$ cat config.mk
export PLATFORM = sky130hd
export DESIGN_NAME = sonar_echo_range_qualifier
export DESIGN_NICKNAME = d
export VERILOG_FILES = /design/src/hw/rtl/seqr_pkg.sv /design/src/hw/rtl/seqr_cfg_regs.sv /design/src/hw/rtl/seqr_event_core.sv /design/src/hw/rtl/seqr_range_div.sv /design/src/hw/rtl/sonar_echo_range_qualifier.sv
export VERILOG_INCLUDE_DIRS = /design/src /design/src/hw/rtl
export SDC_FILE = /design/constraint.sdc
export NUM_CORES = 1
export LEC_CHECK = 0
export ABC_AREA = 1
export ABC_CLOCK_PERIOD_IN_PS = 13700
export BUFFER_PORTS_ARGS = -buffer_cell sky130_fd_sc_hd__buf_2
export CAP_MARGIN = 20
export CORE_ASPECT_RATIO = 2
export CORE_MARGIN = 1
export CORE_UTILIZATION = 33
export CTS_CLUSTER_SIZE = 24
export DETAILED_ROUTE_END_ITERATION = 16
export GPL_TIMING_DRIVEN = 1
export PLACE_DENSITY = 0.48
export RECOVER_POWER = 100
export SKIP_LAST_GASP = 1
export SYNTH_ARGS = -nofsm -noshare
export SYNTH_HDL_FRONTEND = slang
export SYNTH_SLANG_ARGS = --single-unit
$ cat constraint.sdc
create_clock -name clk -period 13.7 [get_ports clk]
set_input_delay 2.055 -clock clk [delete_from_list [all_inputs] [get_ports clk]]
set_output_delay 2.055 -clock clk [all_outputs]
set_load 0.1 [all_outputs]
$ cat src/hw/rtl/assert_macros.svh
// Assertion macros used by the event core of the sonar echo range qualifier.
`ifndef ASSERT_MACROS_SVH
`define ASSERT_MACROS_SVH
`ifndef ASSERT_OFF
// Checked at every rising clock edge while reset is low.
`define SEQR_ASSERT(lbl, clk, rst, prop, msg) \
  lbl: assert property (@(posedge clk) disable iff (rst) prop) else $error(msg);
// Checked at every rising clock edge, reset included.
`define SEQR_ASSERT_ALWAYS(lbl, clk, prop, msg) \
  lbl: assert property (@(posedge clk) prop) else $error(msg);
`else
`define SEQR_ASSERT(lbl, clk, rst, prop, msg)
`define SEQR_ASSERT_ALWAYS(lbl, clk, prop, msg)
`endif
`endif

$ cat src/hw/rtl/seqr_pkg.sv
// Shared types and constants of the sonar echo range qualifier.
package seqr_pkg;

  localparam int OP_W    = 3;
  localparam int WIDTH_W = 16;
  localparam int COUNT_W = 8;
  localparam int DIST_W  = 10;
  localparam int CFG_IDX_W  = 8;
  localparam int CFG_DATA_W = 16;

  localparam logic [OP_W-1:0] OP_TRIG_START = 3'd0;
  localparam logic [OP_W-1:0] OP_TRIG_END   = 3'd1;
  localparam logic [OP_W-1:0] OP_ECHO_RISE  = 3'd2;
  localparam logic [OP_W-1:0] OP_ECHO_FALL  = 3'd3;
  localparam logic [OP_W-1:0] OP_READ       = 3'd4;

  localparam logic [CFG_IDX_W-1:0] CFG_MIN_WIDTH      = 8'd0;
  localparam logic [CFG_IDX_W-1:0] CFG_MAX_WIDTH      = 8'd1;
  localparam logic [CFG_IDX_W-1:0] CFG_ERROR_LIMIT    = 8'd2;
  localparam logic [CFG_IDX_W-1:0] CFG_FALLBACK_WIDTH = 8'd3;

  localparam logic [WIDTH_W-1:0] MIN_WIDTH_RST      = 16'd354;
  localparam logic [WIDTH_W-1:0] MAX_WIDTH_RST      = 16'd59000;
  localparam logic [COUNT_W-1:0] ERROR_LIMIT_RST    = 8'd50;
  localparam logic [WIDTH_W-1:0] FALLBACK_WIDTH_RST = 16'd65490;

  typedef struct packed {
    logic [WIDTH_W-1:0] min_width;
    logic [WIDTH_W-1:0] max_width;
    logic [COUNT_W-1:0] error_limit;
    logic [WIDTH_W-1:0] fallback_width;
  } cfg_t;

  typedef struct packed {
    logic               trigger;
    logic               is_read;
    logic [WIDTH_W-1:0] width;
    logic               used_prev;
    logic               used_fb;
  } evt_result_t;

endpackage

$ cat src/hw/rtl/seqr_cfg_regs.sv
// Configuration register file of the sonar echo range qualifier.
module seqr_cfg_regs
  import seqr_pkg::*;
(
  input  logic                  clk,
  input  logic                  rst,
  input  logic                  cfg_valid,
  output logic                  cfg_ready,
  input  logic [CFG_IDX_W-1:0]  cfg_index,
  input  logic [CFG_DATA_W-1:0] cfg_data,
  output cfg_t                  cfg
);

  assign cfg_ready = 1'b1;

  always_ff @(posedge clk) begin
    if (rst) begin
      cfg.min_width      <= MIN_WIDTH_RST;
      cfg.max_width      <= MAX_WIDTH_RST;
      cfg.error_limit    <= ERROR_LIMIT_RST;
      cfg.fallback_width <= FALLBACK_WIDTH_RST;
    end else if (cfg_valid && cfg_ready) begin
      unique case (cfg_index)
        CFG_MIN_WIDTH:      cfg.min_width      <= cfg_data;
        CFG_MAX_WIDTH:      cfg.max_width      <= cfg_data;
        CFG_ERROR_LIMIT:    cfg.error_limit    <= cfg_data[COUNT_W-1:0];
        CFG_FALLBACK_WIDTH: cfg.fallback_width <= cfg_data;
        default: ;
      endcase
    end
  end

endmodule

$ cat src/hw/rtl/seqr_event_core.sv
// Input register, event state and width qualification of the range qualifier.
`include "assert_macros.svh"
module seqr_event_core
  import seqr_pkg::*;
(
  input  logic               clk,
  input  logic               rst,
  input  logic               in_valid,
  output logic               in_stall,
  input  logic [OP_W-1:0]    op,
  input  logic [WIDTH_W-1:0] timer_count,
  input  cfg_t               cfg,
  output logic               mid_valid,
  input  logic               mid_ready,
  output evt_result_t        mid
);

  logic               s1_valid;
  logic [OP_W-1:0]    s1_op;
  logic [WIDTH_W-1:0] s1_count;
  logic               s1_ready;
  logic               s1_adv;
  logic               s2_ready;

  logic               echo_measured, echo_measured_next;
  logic [WIDTH_W-1:0] echo_start, echo_start_next;
  logic [WIDTH_W-1:0] pulse_width, pulse_width_next;
  logic [WIDTH_W-1:0] last_good_width, last_good_width_next;
  logic [COUNT_W-1:0] bad_read_count, bad_read_count_next;
  logic               trigger_out, trigger_out_next;

  logic        out_of_window;
  evt_result_t res;

  assign s2_ready = !mid_valid || mid_ready;
  assign s1_ready = !s1_valid || s2_ready;
  assign s1_adv   = s1_valid && s2_ready;
  assign in_stall = !s1_ready;

  assign out_of_window = (pulse_width < cfg.min_width) || (pulse_width > cfg.max_width);

  always_ff @(posedge clk) begin
    if (rst) begin
      s1_valid <= 1'b0;
    end else if (s1_ready) begin
      s1_valid <= in_valid;
    end
    if (s1_ready && in_valid) begin
      s1_op    <= op;
      s1_count <= timer_count;
    end
  end

  always_comb begin
    echo_measured_next   = echo_measured;
    echo_start_next      = echo_start;
    pulse_width_next     = pulse_width;
    last_good_width_next = last_good_width;
    bad_read_count_next  = bad_read_count;
    trigger_out_next     = trigger_out;
    res                  = '0;
    case (s1_op)
      OP_TRIG_START: begin
        if (!echo_measured) begin
          pulse_width_next = '0;
        end
        trigger_out_next = 1'b1;
      end
      OP_TRIG_END: begin
        trigger_out_next   = 1'b0;
        echo_measured_next = 1'b0;
      end
      OP_ECHO_RISE: begin
        echo_start_next = s1_count;
      end
      OP_ECHO_FALL: begin
        pulse_width_next   = s1_count - echo_start;
        echo_measured_next = 1'b1;
      end
      OP_READ: begin
        res.is_read = 1'b1;
        if (out_of_window && (last_good_width != '0)) begin
          if (bad_read_count > cfg.error_limit) begin
            pulse_width_next = cfg.fallback_width;
            res.used_fb      = 1'b1;
          end else begin
            if (bad_read_count != '1) begin
              bad_read_count_next = bad_read_count + 1'b1;
            end
            pulse_width_next = last_good_width;
            res.used_prev    = 1'b1;
          end
        end else begin
          bad_read_count_next  = '0;
          last_good_width_next = pulse_width;
        end
        res.width = pulse_width_next;
      end
      default: ;
    endcase
    res.trigger = trigger_out_next;
  end

  always_ff @(posedge clk) begin
    if (rst) begin
      echo_measured   <= 1'b0;
      echo_start      <= '0;
      pulse_width     <= '0;
      last_good_width <= '0;
      bad_read_count  <= '0;
      trigger_out     <= 1'b0;
      mid_valid       <= 1'b0;
    end else begin
      if (s1_adv) begin
        echo_measured   <= echo_measured_next;
        echo_start      <= echo_start_next;
        pulse_width     <= pulse_width_next;
        last_good_width <= last_good_width_next;
        bad_read_count  <= bad_read_count_next;
        trigger_out     <= trigger_out_next;
      end
      if (s2_ready) begin
        mid_valid <= s1_adv;
      end
    end
    if (s1_adv) begin
      mid <= res;
    end
  end

  `SEQR_ASSERT(a_flags_exclusive, clk, rst, mid_valid |-> !(mid.used_prev && mid.used_fb), "both substitution flags set")
  `SEQR_ASSERT(a_flags_need_read, clk, rst, (mid_valid && (mid.used_prev || mid.used_fb)) |-> mid.is_read, "substitution flag on a non-read event")
  `SEQR_ASSERT(a_state_holds, clk, rst, !s1_adv |=> ($stable(bad_read_count) && $stable(pulse_width)), "event state changed without an event")
  `SEQR_ASSERT(a_count_after_good, clk, rst, (s1_adv && (s1_op == OP_READ) && !res.used_prev && !res.used_fb) |=> (bad_read_count == '0), "bad read count not cleared on a good read")

endmodule

$ cat src/hw/rtl/seqr_range_div.sv
// Width to centimeter conversion and output register of the range qualifier.
module seqr_range_div
  import seqr_pkg::*;
#(
  parameter int unsigned TICKS_PER_CM = 118
) (
  input  logic              clk,
  input  logic              rst,
  input  logic              mid_valid,
  output logic              mid_ready,
  input  evt_result_t       mid,
  output logic              out_valid,
  input  logic              out_stall,
  output logic              trigger_level,
  output logic              distance_valid,
  output logic [DIST_W-1:0] distance_cm,
  output logic              used_previous,
  output logic              used_fallback
);

  // Exact reciprocal for every 16-bit dividend: m = ceil(2^(16+l) / d), l = ceil(log2 d).
  localparam int unsigned LOG_D  = $clog2(TICKS_PER_CM);
  localparam int unsigned SHIFT  = WIDTH_W + LOG_D;
  localparam int unsigned RECIP_W = WIDTH_W + 1;
  localparam int unsigned PROD_W  = WIDTH_W + RECIP_W;
  localparam logic [RECIP_W-1:0] RECIP =
    RECIP_W'(((64'd1 << SHIFT) + 64'(TICKS_PER_CM) - 64'd1) / 64'(TICKS_PER_CM));

  logic [PROD_W-1:0]  product;
  logic [WIDTH_W-1:0] quotient;
  logic [DIST_W-1:0]  cm;

  assign mid_ready = !out_valid || !out_stall;

  assign product  = PROD_W'(mid.width) * PROD_W'(RECIP);
  assign quotient = WIDTH_W'(product >> SHIFT);
  assign cm       = (quotient > WIDTH_W'({DIST_W{1'b1}})) ? '1 : quotient[DIST_W-1:0];

  always_ff @(posedge clk) begin
    if (rst) begin
      out_valid <= 1'b0;
    end else if (mid_ready) begin
      out_valid <= mid_valid;
    end
    if (mid_ready && mid_valid) begin
      trigger_level  <= mid.trigger;
      distance_valid <= mid.is_read;
      distance_cm    <= mid.is_read ? cm : '0;
      used_previous  <= mid.used_prev;
      used_fallback  <= mid.used_fb;
    end
  end

endmodule

$ cat src/hw/rtl/sonar_echo_range_qualifier.sv
// Top level of the sonar echo range qualifier: event core, converter and registers.
// A request taken into the input register goes through the event core's result register
// and then the output register on its way to the result port.
// Throughput: one request per cycle while nothing stalls, set by the event state update.
// Pipeline: input register, state and qualification logic, then a multiply-based
// divide into the output register; each stage moves whenever the next one has room.
// Reset (rst, synchronous): empties the pipeline, clears all event state, and
// restores the four configuration registers to their default values.
module sonar_echo_range_qualifier
  import seqr_pkg::*;
#(
  parameter int unsigned TICKS_PER_CM = 118
) (
  input  logic                  clk,
  input  logic                  rst,
  // Event requests.
  input  logic                  in_valid,
  output logic                  in_stall,
  input  logic [OP_W-1:0]       op,
  input  logic [WIDTH_W-1:0]    timer_count,
  // Results.
  output logic                  out_valid,
  input  logic                  out_stall,
  output logic                  trigger_level,
  output logic                  distance_valid,
  output logic [DIST_W-1:0]     distance_cm,
  output logic                  used_previous,
  output logic                  used_fallback,
  // Configuration writes.
  input  logic                  cfg_valid,
  output logic                  cfg_ready,
  input  logic [CFG_IDX_W-1:0]  cfg_index,
  input  logic [CFG_DATA_W-1:0] cfg_data
);

  cfg_t        cfg;
  logic        mid_valid;
  logic        mid_ready;
  evt_result_t mid;

  // Configuration is always ready; an index beyond the register list is dropped.
  seqr_cfg_regs u_cfg (
    .clk       (clk),
    .rst       (rst),
    .cfg_valid (cfg_valid),
    .cfg_ready (cfg_ready),
    .cfg_index (cfg_index),
    .cfg_data  (cfg_data),
    .cfg       (cfg)
  );

  // The event core keeps the trigger, echo and qualification state and settles
  // the final width of each read before it goes on to the converter.
  seqr_event_core u_core (
    .clk         (clk),
    .rst         (rst),
    .in_valid    (in_valid),
    .in_stall    (in_stall),
    .op          (op),
    .timer_count (timer_count),
    .cfg         (cfg),
    .mid_valid   (mid_valid),
    .mid_ready   (mid_ready),
    .mid         (mid)
  );

  // The converter divides the width by the ticks per centimeter with an exact
  // reciprocal multiply and saturates at the top of the distance field.
  seqr_range_div #(
    .TICKS_PER_CM (TICKS_PER_CM)
  ) u_div (
    .clk            (clk),
    .rst            (rst),
    .mid_valid      (mid_valid),
    .mid_ready      (mid_ready),
    .mid            (mid),
    .out_valid      (out_valid),
    .out_stall      (out_stall),
    .trigger_level  (trigger_level),
    .distance_valid (distance_valid),
    .distance_cm    (distance_cm),
    .used_previous  (used_previous),
    .used_fallback  (used_fallback)
  );

endmodule

==> flow_metrics.py <==
metrics = {
    "synth": {
        "ys_seq_elements": 170,
        "avgSynthCellArea_um2": 8.31,
        "ys_seq_area_share_pct": 30.6,
        "syn_nets": 1850,
        "synth_mux_area_share_pct": 0,
        "ys_warn_count": 0,
        "synth-xor-area-share_pct": 0.340,
        "synth_edf_count": 53,
        "synth.top_cell.area_share_pct": 18.2,
        "synth_common_cells": "287 x nand2_1, 250 x inv_1, 183 x ha_1",
        "synth_top_family_by_area": "adder cells",
        "synth_fa_ha_area_share_pct": 28.9,
        "ys_top_cells_by_area": "dfxtp_1 18%, ha_1 18%, edfxtp_1 12%",
        "syn-instance-count": 1548,
        "yosysMostFrequentCell": "nand2_1",
        "synth-compound-area-share_pct": 12.2,
        "synthArstFlopShare_pct": 0,
        "synth_top_cell_by_area": "dfxtp_1",
        "mappedNetlistArea_um2": 12900,
        "yosys.area_share.simple_pct": 18.9,
        "yosys.cell_types.count": 50,
        "ys.flop_type": "dfxtp_1",
    },
    "worst_setup_path": {
        "slowest_delay_ns": 2.28,
        "path_buf_inv": 4,
        "critical_path_class": "input port to flip-flop",
        "required_ns": 14.06,
        "slowest_stage": "clkbuf_1",
        "path_max_fanout": 74,
        "cpMostUsedCell": "clkbuf_1",
        "crit_arrival_ns": 6.33,
        "path_cells": "buf_2, clkbuf_1, inv_1, clkbuf_1, o21ai_0, a21oi_1",
        "cp-start-kind": "input port",
        "critPathTopFamily": "buffers and inverters",
        "crit_path_end_kind": "flip-flop",
    },
    "die": {
        "start_util_pct": 33.4,
        "core_um2": 38500,
        "die_h_um": 281,
        "dieArea_um2": 39800,
        "die_w_um": 142,
        "rows": 102,
        "io_pins": 65,
    },
    "drt": {
        "wire_per_inst_um": 16.7,
        "vias_per_cell": 4.88,
        "num_vias": 10400,
        "wirelength_mm": 35.6,
        "drc": 0,
        "drtIter0Drc": 431,
        "ant_nets": 0,
        "first_pass_iters": 5,
    },
    "place": {
        "hpwl_mm": 29.3,
        "io_buffers": 63,
        "gp_congestion": 0.885,
        "place_ws_ns": 8.11,
    },
    "timing": {
        "fmax_mhz": 168,
        "rsz0062_at_grt": "false",
        "worst_slew_pin_slew_ns": 3.20,
        "setup_viol": 0,
        "min_period_over_period_pct": 43.5,
        "finalSetupTns_ns": 0,
        "skew_ns": 0.0144,
        "min_period_ns": 5.97,
        "timing.final.ws_setup_ns": 7.73,
        "slew_viol_final": 172,
        "slew_headroom_pct": -114,
        "hold_violations": 0,
    },
    "clock_network": {
        "ctsResizeCount": 0,
        "cts-root-buf": "clkbuf_16",
        "clock_latency_ns": 0.45,
        "cts_setup_buffers": 0,
        "cts.path.max_buffers": 2,
        "cts_buffers": 17,
        "holdBufCountCts": 0,
        "cts_tree": "done",
        "clk_pin_slew_ns": 0.07,
        "clock-sinks": 170,
        "cts_htree_levels": 4,
    },
    "flow_run": {
        "cap_violations": 4,
    },
    "global_routing": {
        "grt_pass1_vias": 10900,
        "grt-ovfl-total": 0,
        "grt_pass1_wl_mm": 56.7,
        "grt_max_degree": 75,
        "antenna_found_initial": 0,
        "grt_usage_pct": 19.0,
    },
    "hold_path": {
        "hp-class": "flip-flop to flip-flop",
    },
    "power_and_ir_drop": {
        "p_int_uw": 1080,
        "p_seq_share_pct": 29.4,
        "p_switching_uw": 773,
        "p_leak_uw": 0.00680,
        "swShare_pct": 41.7,
        "power_frac_clock_pct": 27.0,
        "powerDensity_nw_per_um2": 131,
        "ir_worst_vdd_mv": 0.0916,
        "p_comb_share_pct": 43.6,
    },
    "outcome": {
        "status": "finished with violations",
        "violations": "capacitance limit, slew limit",
    },
    "layout": {
        "fill_cells": 4188,
        "num_antenna_cells": 0,
        "layout-drive-gt1-share_pct": 7.59,
        "finalNetCount": 1897,
        "areaGrowthSynthToFinish_pct": 10.3,
    },
}
## power by group through the flow
stage	combinational, uW	clock [uW]	sequential (uW)
floorplan	564	0	572
global placement	806	0	556
detailed placement	813	0	556
CTS	819	517	544
global route	920	535	546
finish	807	500	544
## sequential cells by signal (all words and copies together), names as in the netlist, 8 cells and up
| name | flops |
|---|---|
| u_core.mid | 20 |
| u_div.distance_cm | 10 |
| u_core.pulse_width | 16 |
| u_core.last_good_width | 16 |
| u_core.bad_read_count | 8 |
| u_core.s1_count | 16 |
| u_core.echo_start | 16 |
| u_cfg.cfg | 56 |
## path summary, 6_finish.rpt
| path | start | end | slack [ns] | cells after the start |
|---|---|---|---|---|
| worst max-delay path | rst | u_core.echo_measured | 7.73 | 6 |
| worst min-delay path | u_core.mid[0] | u_div.used_fallback | 0.45 | 0 |
| worst max register to register | u_core.mid[13] | u_div.distance_cm[8] | 8.12 | 18 |
| worst min register to register | u_core.mid[0] | u_div.used_fallback | 0.45 | 0 |
## cells by family (layout without fill, tap and decap cells)
logic type,count (synthesis),in the layout
compound gates,278,278
fa+ha+maj,254,254
buf+inv,299,359
flops,170,170
xor+xnor,5,5
other cells,1,1
simple gates,541,541
## metal layers
| layer | wire length [um] | GRT usage, % |
|---|---|---|
| met5 | 0 | 0 |
| met4 | 1950 | 11.4 |
| met3 | 671 | 2.25 |
| met2 | 20800 | 38.8 |
| met1 | 12200 | 17.2 |
## layout make-up
| cell class | instances | area, um^2 | share of cell area (%) |
|---|---|---|---|
| multi-input cells | 1079 | 7710 | 54.3 |
| flip-flops and latches | 170 | 3930 | 27.7 |
| inverters | 257 | 966 | 6.81 |
| well taps | 520 | 651 | 4.59 |
| clock buffers | 18 | 450 | 3.18 |
| repair buffers | 70 | 324 | 2.28 |
| clock inverters | 14 | 153 | 1.08 |
## stage by stage
step	cells	instance area (um^2)	hold slack [ns]	total power, uW	utilization, %
CTS	2128	14300	0.457	1880	37.0
floorplan	1548	12900	0.400	1140	-
finish	2128	14200	0.448	1850	36.8
global route	2128	14200	0.452	2000	36.8
detailed placement	2096	13700	0.445	1370	35.5
global placement	2096	13700	0.438	1360	35.5
## layout by cell type, fill, tap and decap left out, types with 4 or more instances in the layout
cell type,Yosys,routed
edfxtp_1,53,53
inv_2,5,4
nand4_1,27,27
inv_1,250,251
o21bai_1,5,5
o211ai_1,25,26
o21ai_0,76,78
clkbuf_1,25,23
clkbuf_16,0,18
dfxtp_1,117,117
clkinv_4,0,4
nand2_1,287,287
buf_2,12,46
or2_2,6,6
nand2_2,14,14
nand3_1,98,99
a21boi_0,5,5
fa_1,71,71
xor2_1,4,4
nor3_1,11,11
a31oi_1,7,7
a21oi_1,133,142
nor2_1,77,76
nor4_2,4,4
a21o_1,8,8
ha_1,183,183
Note: power is estimated with default switching activity, not from simulation.
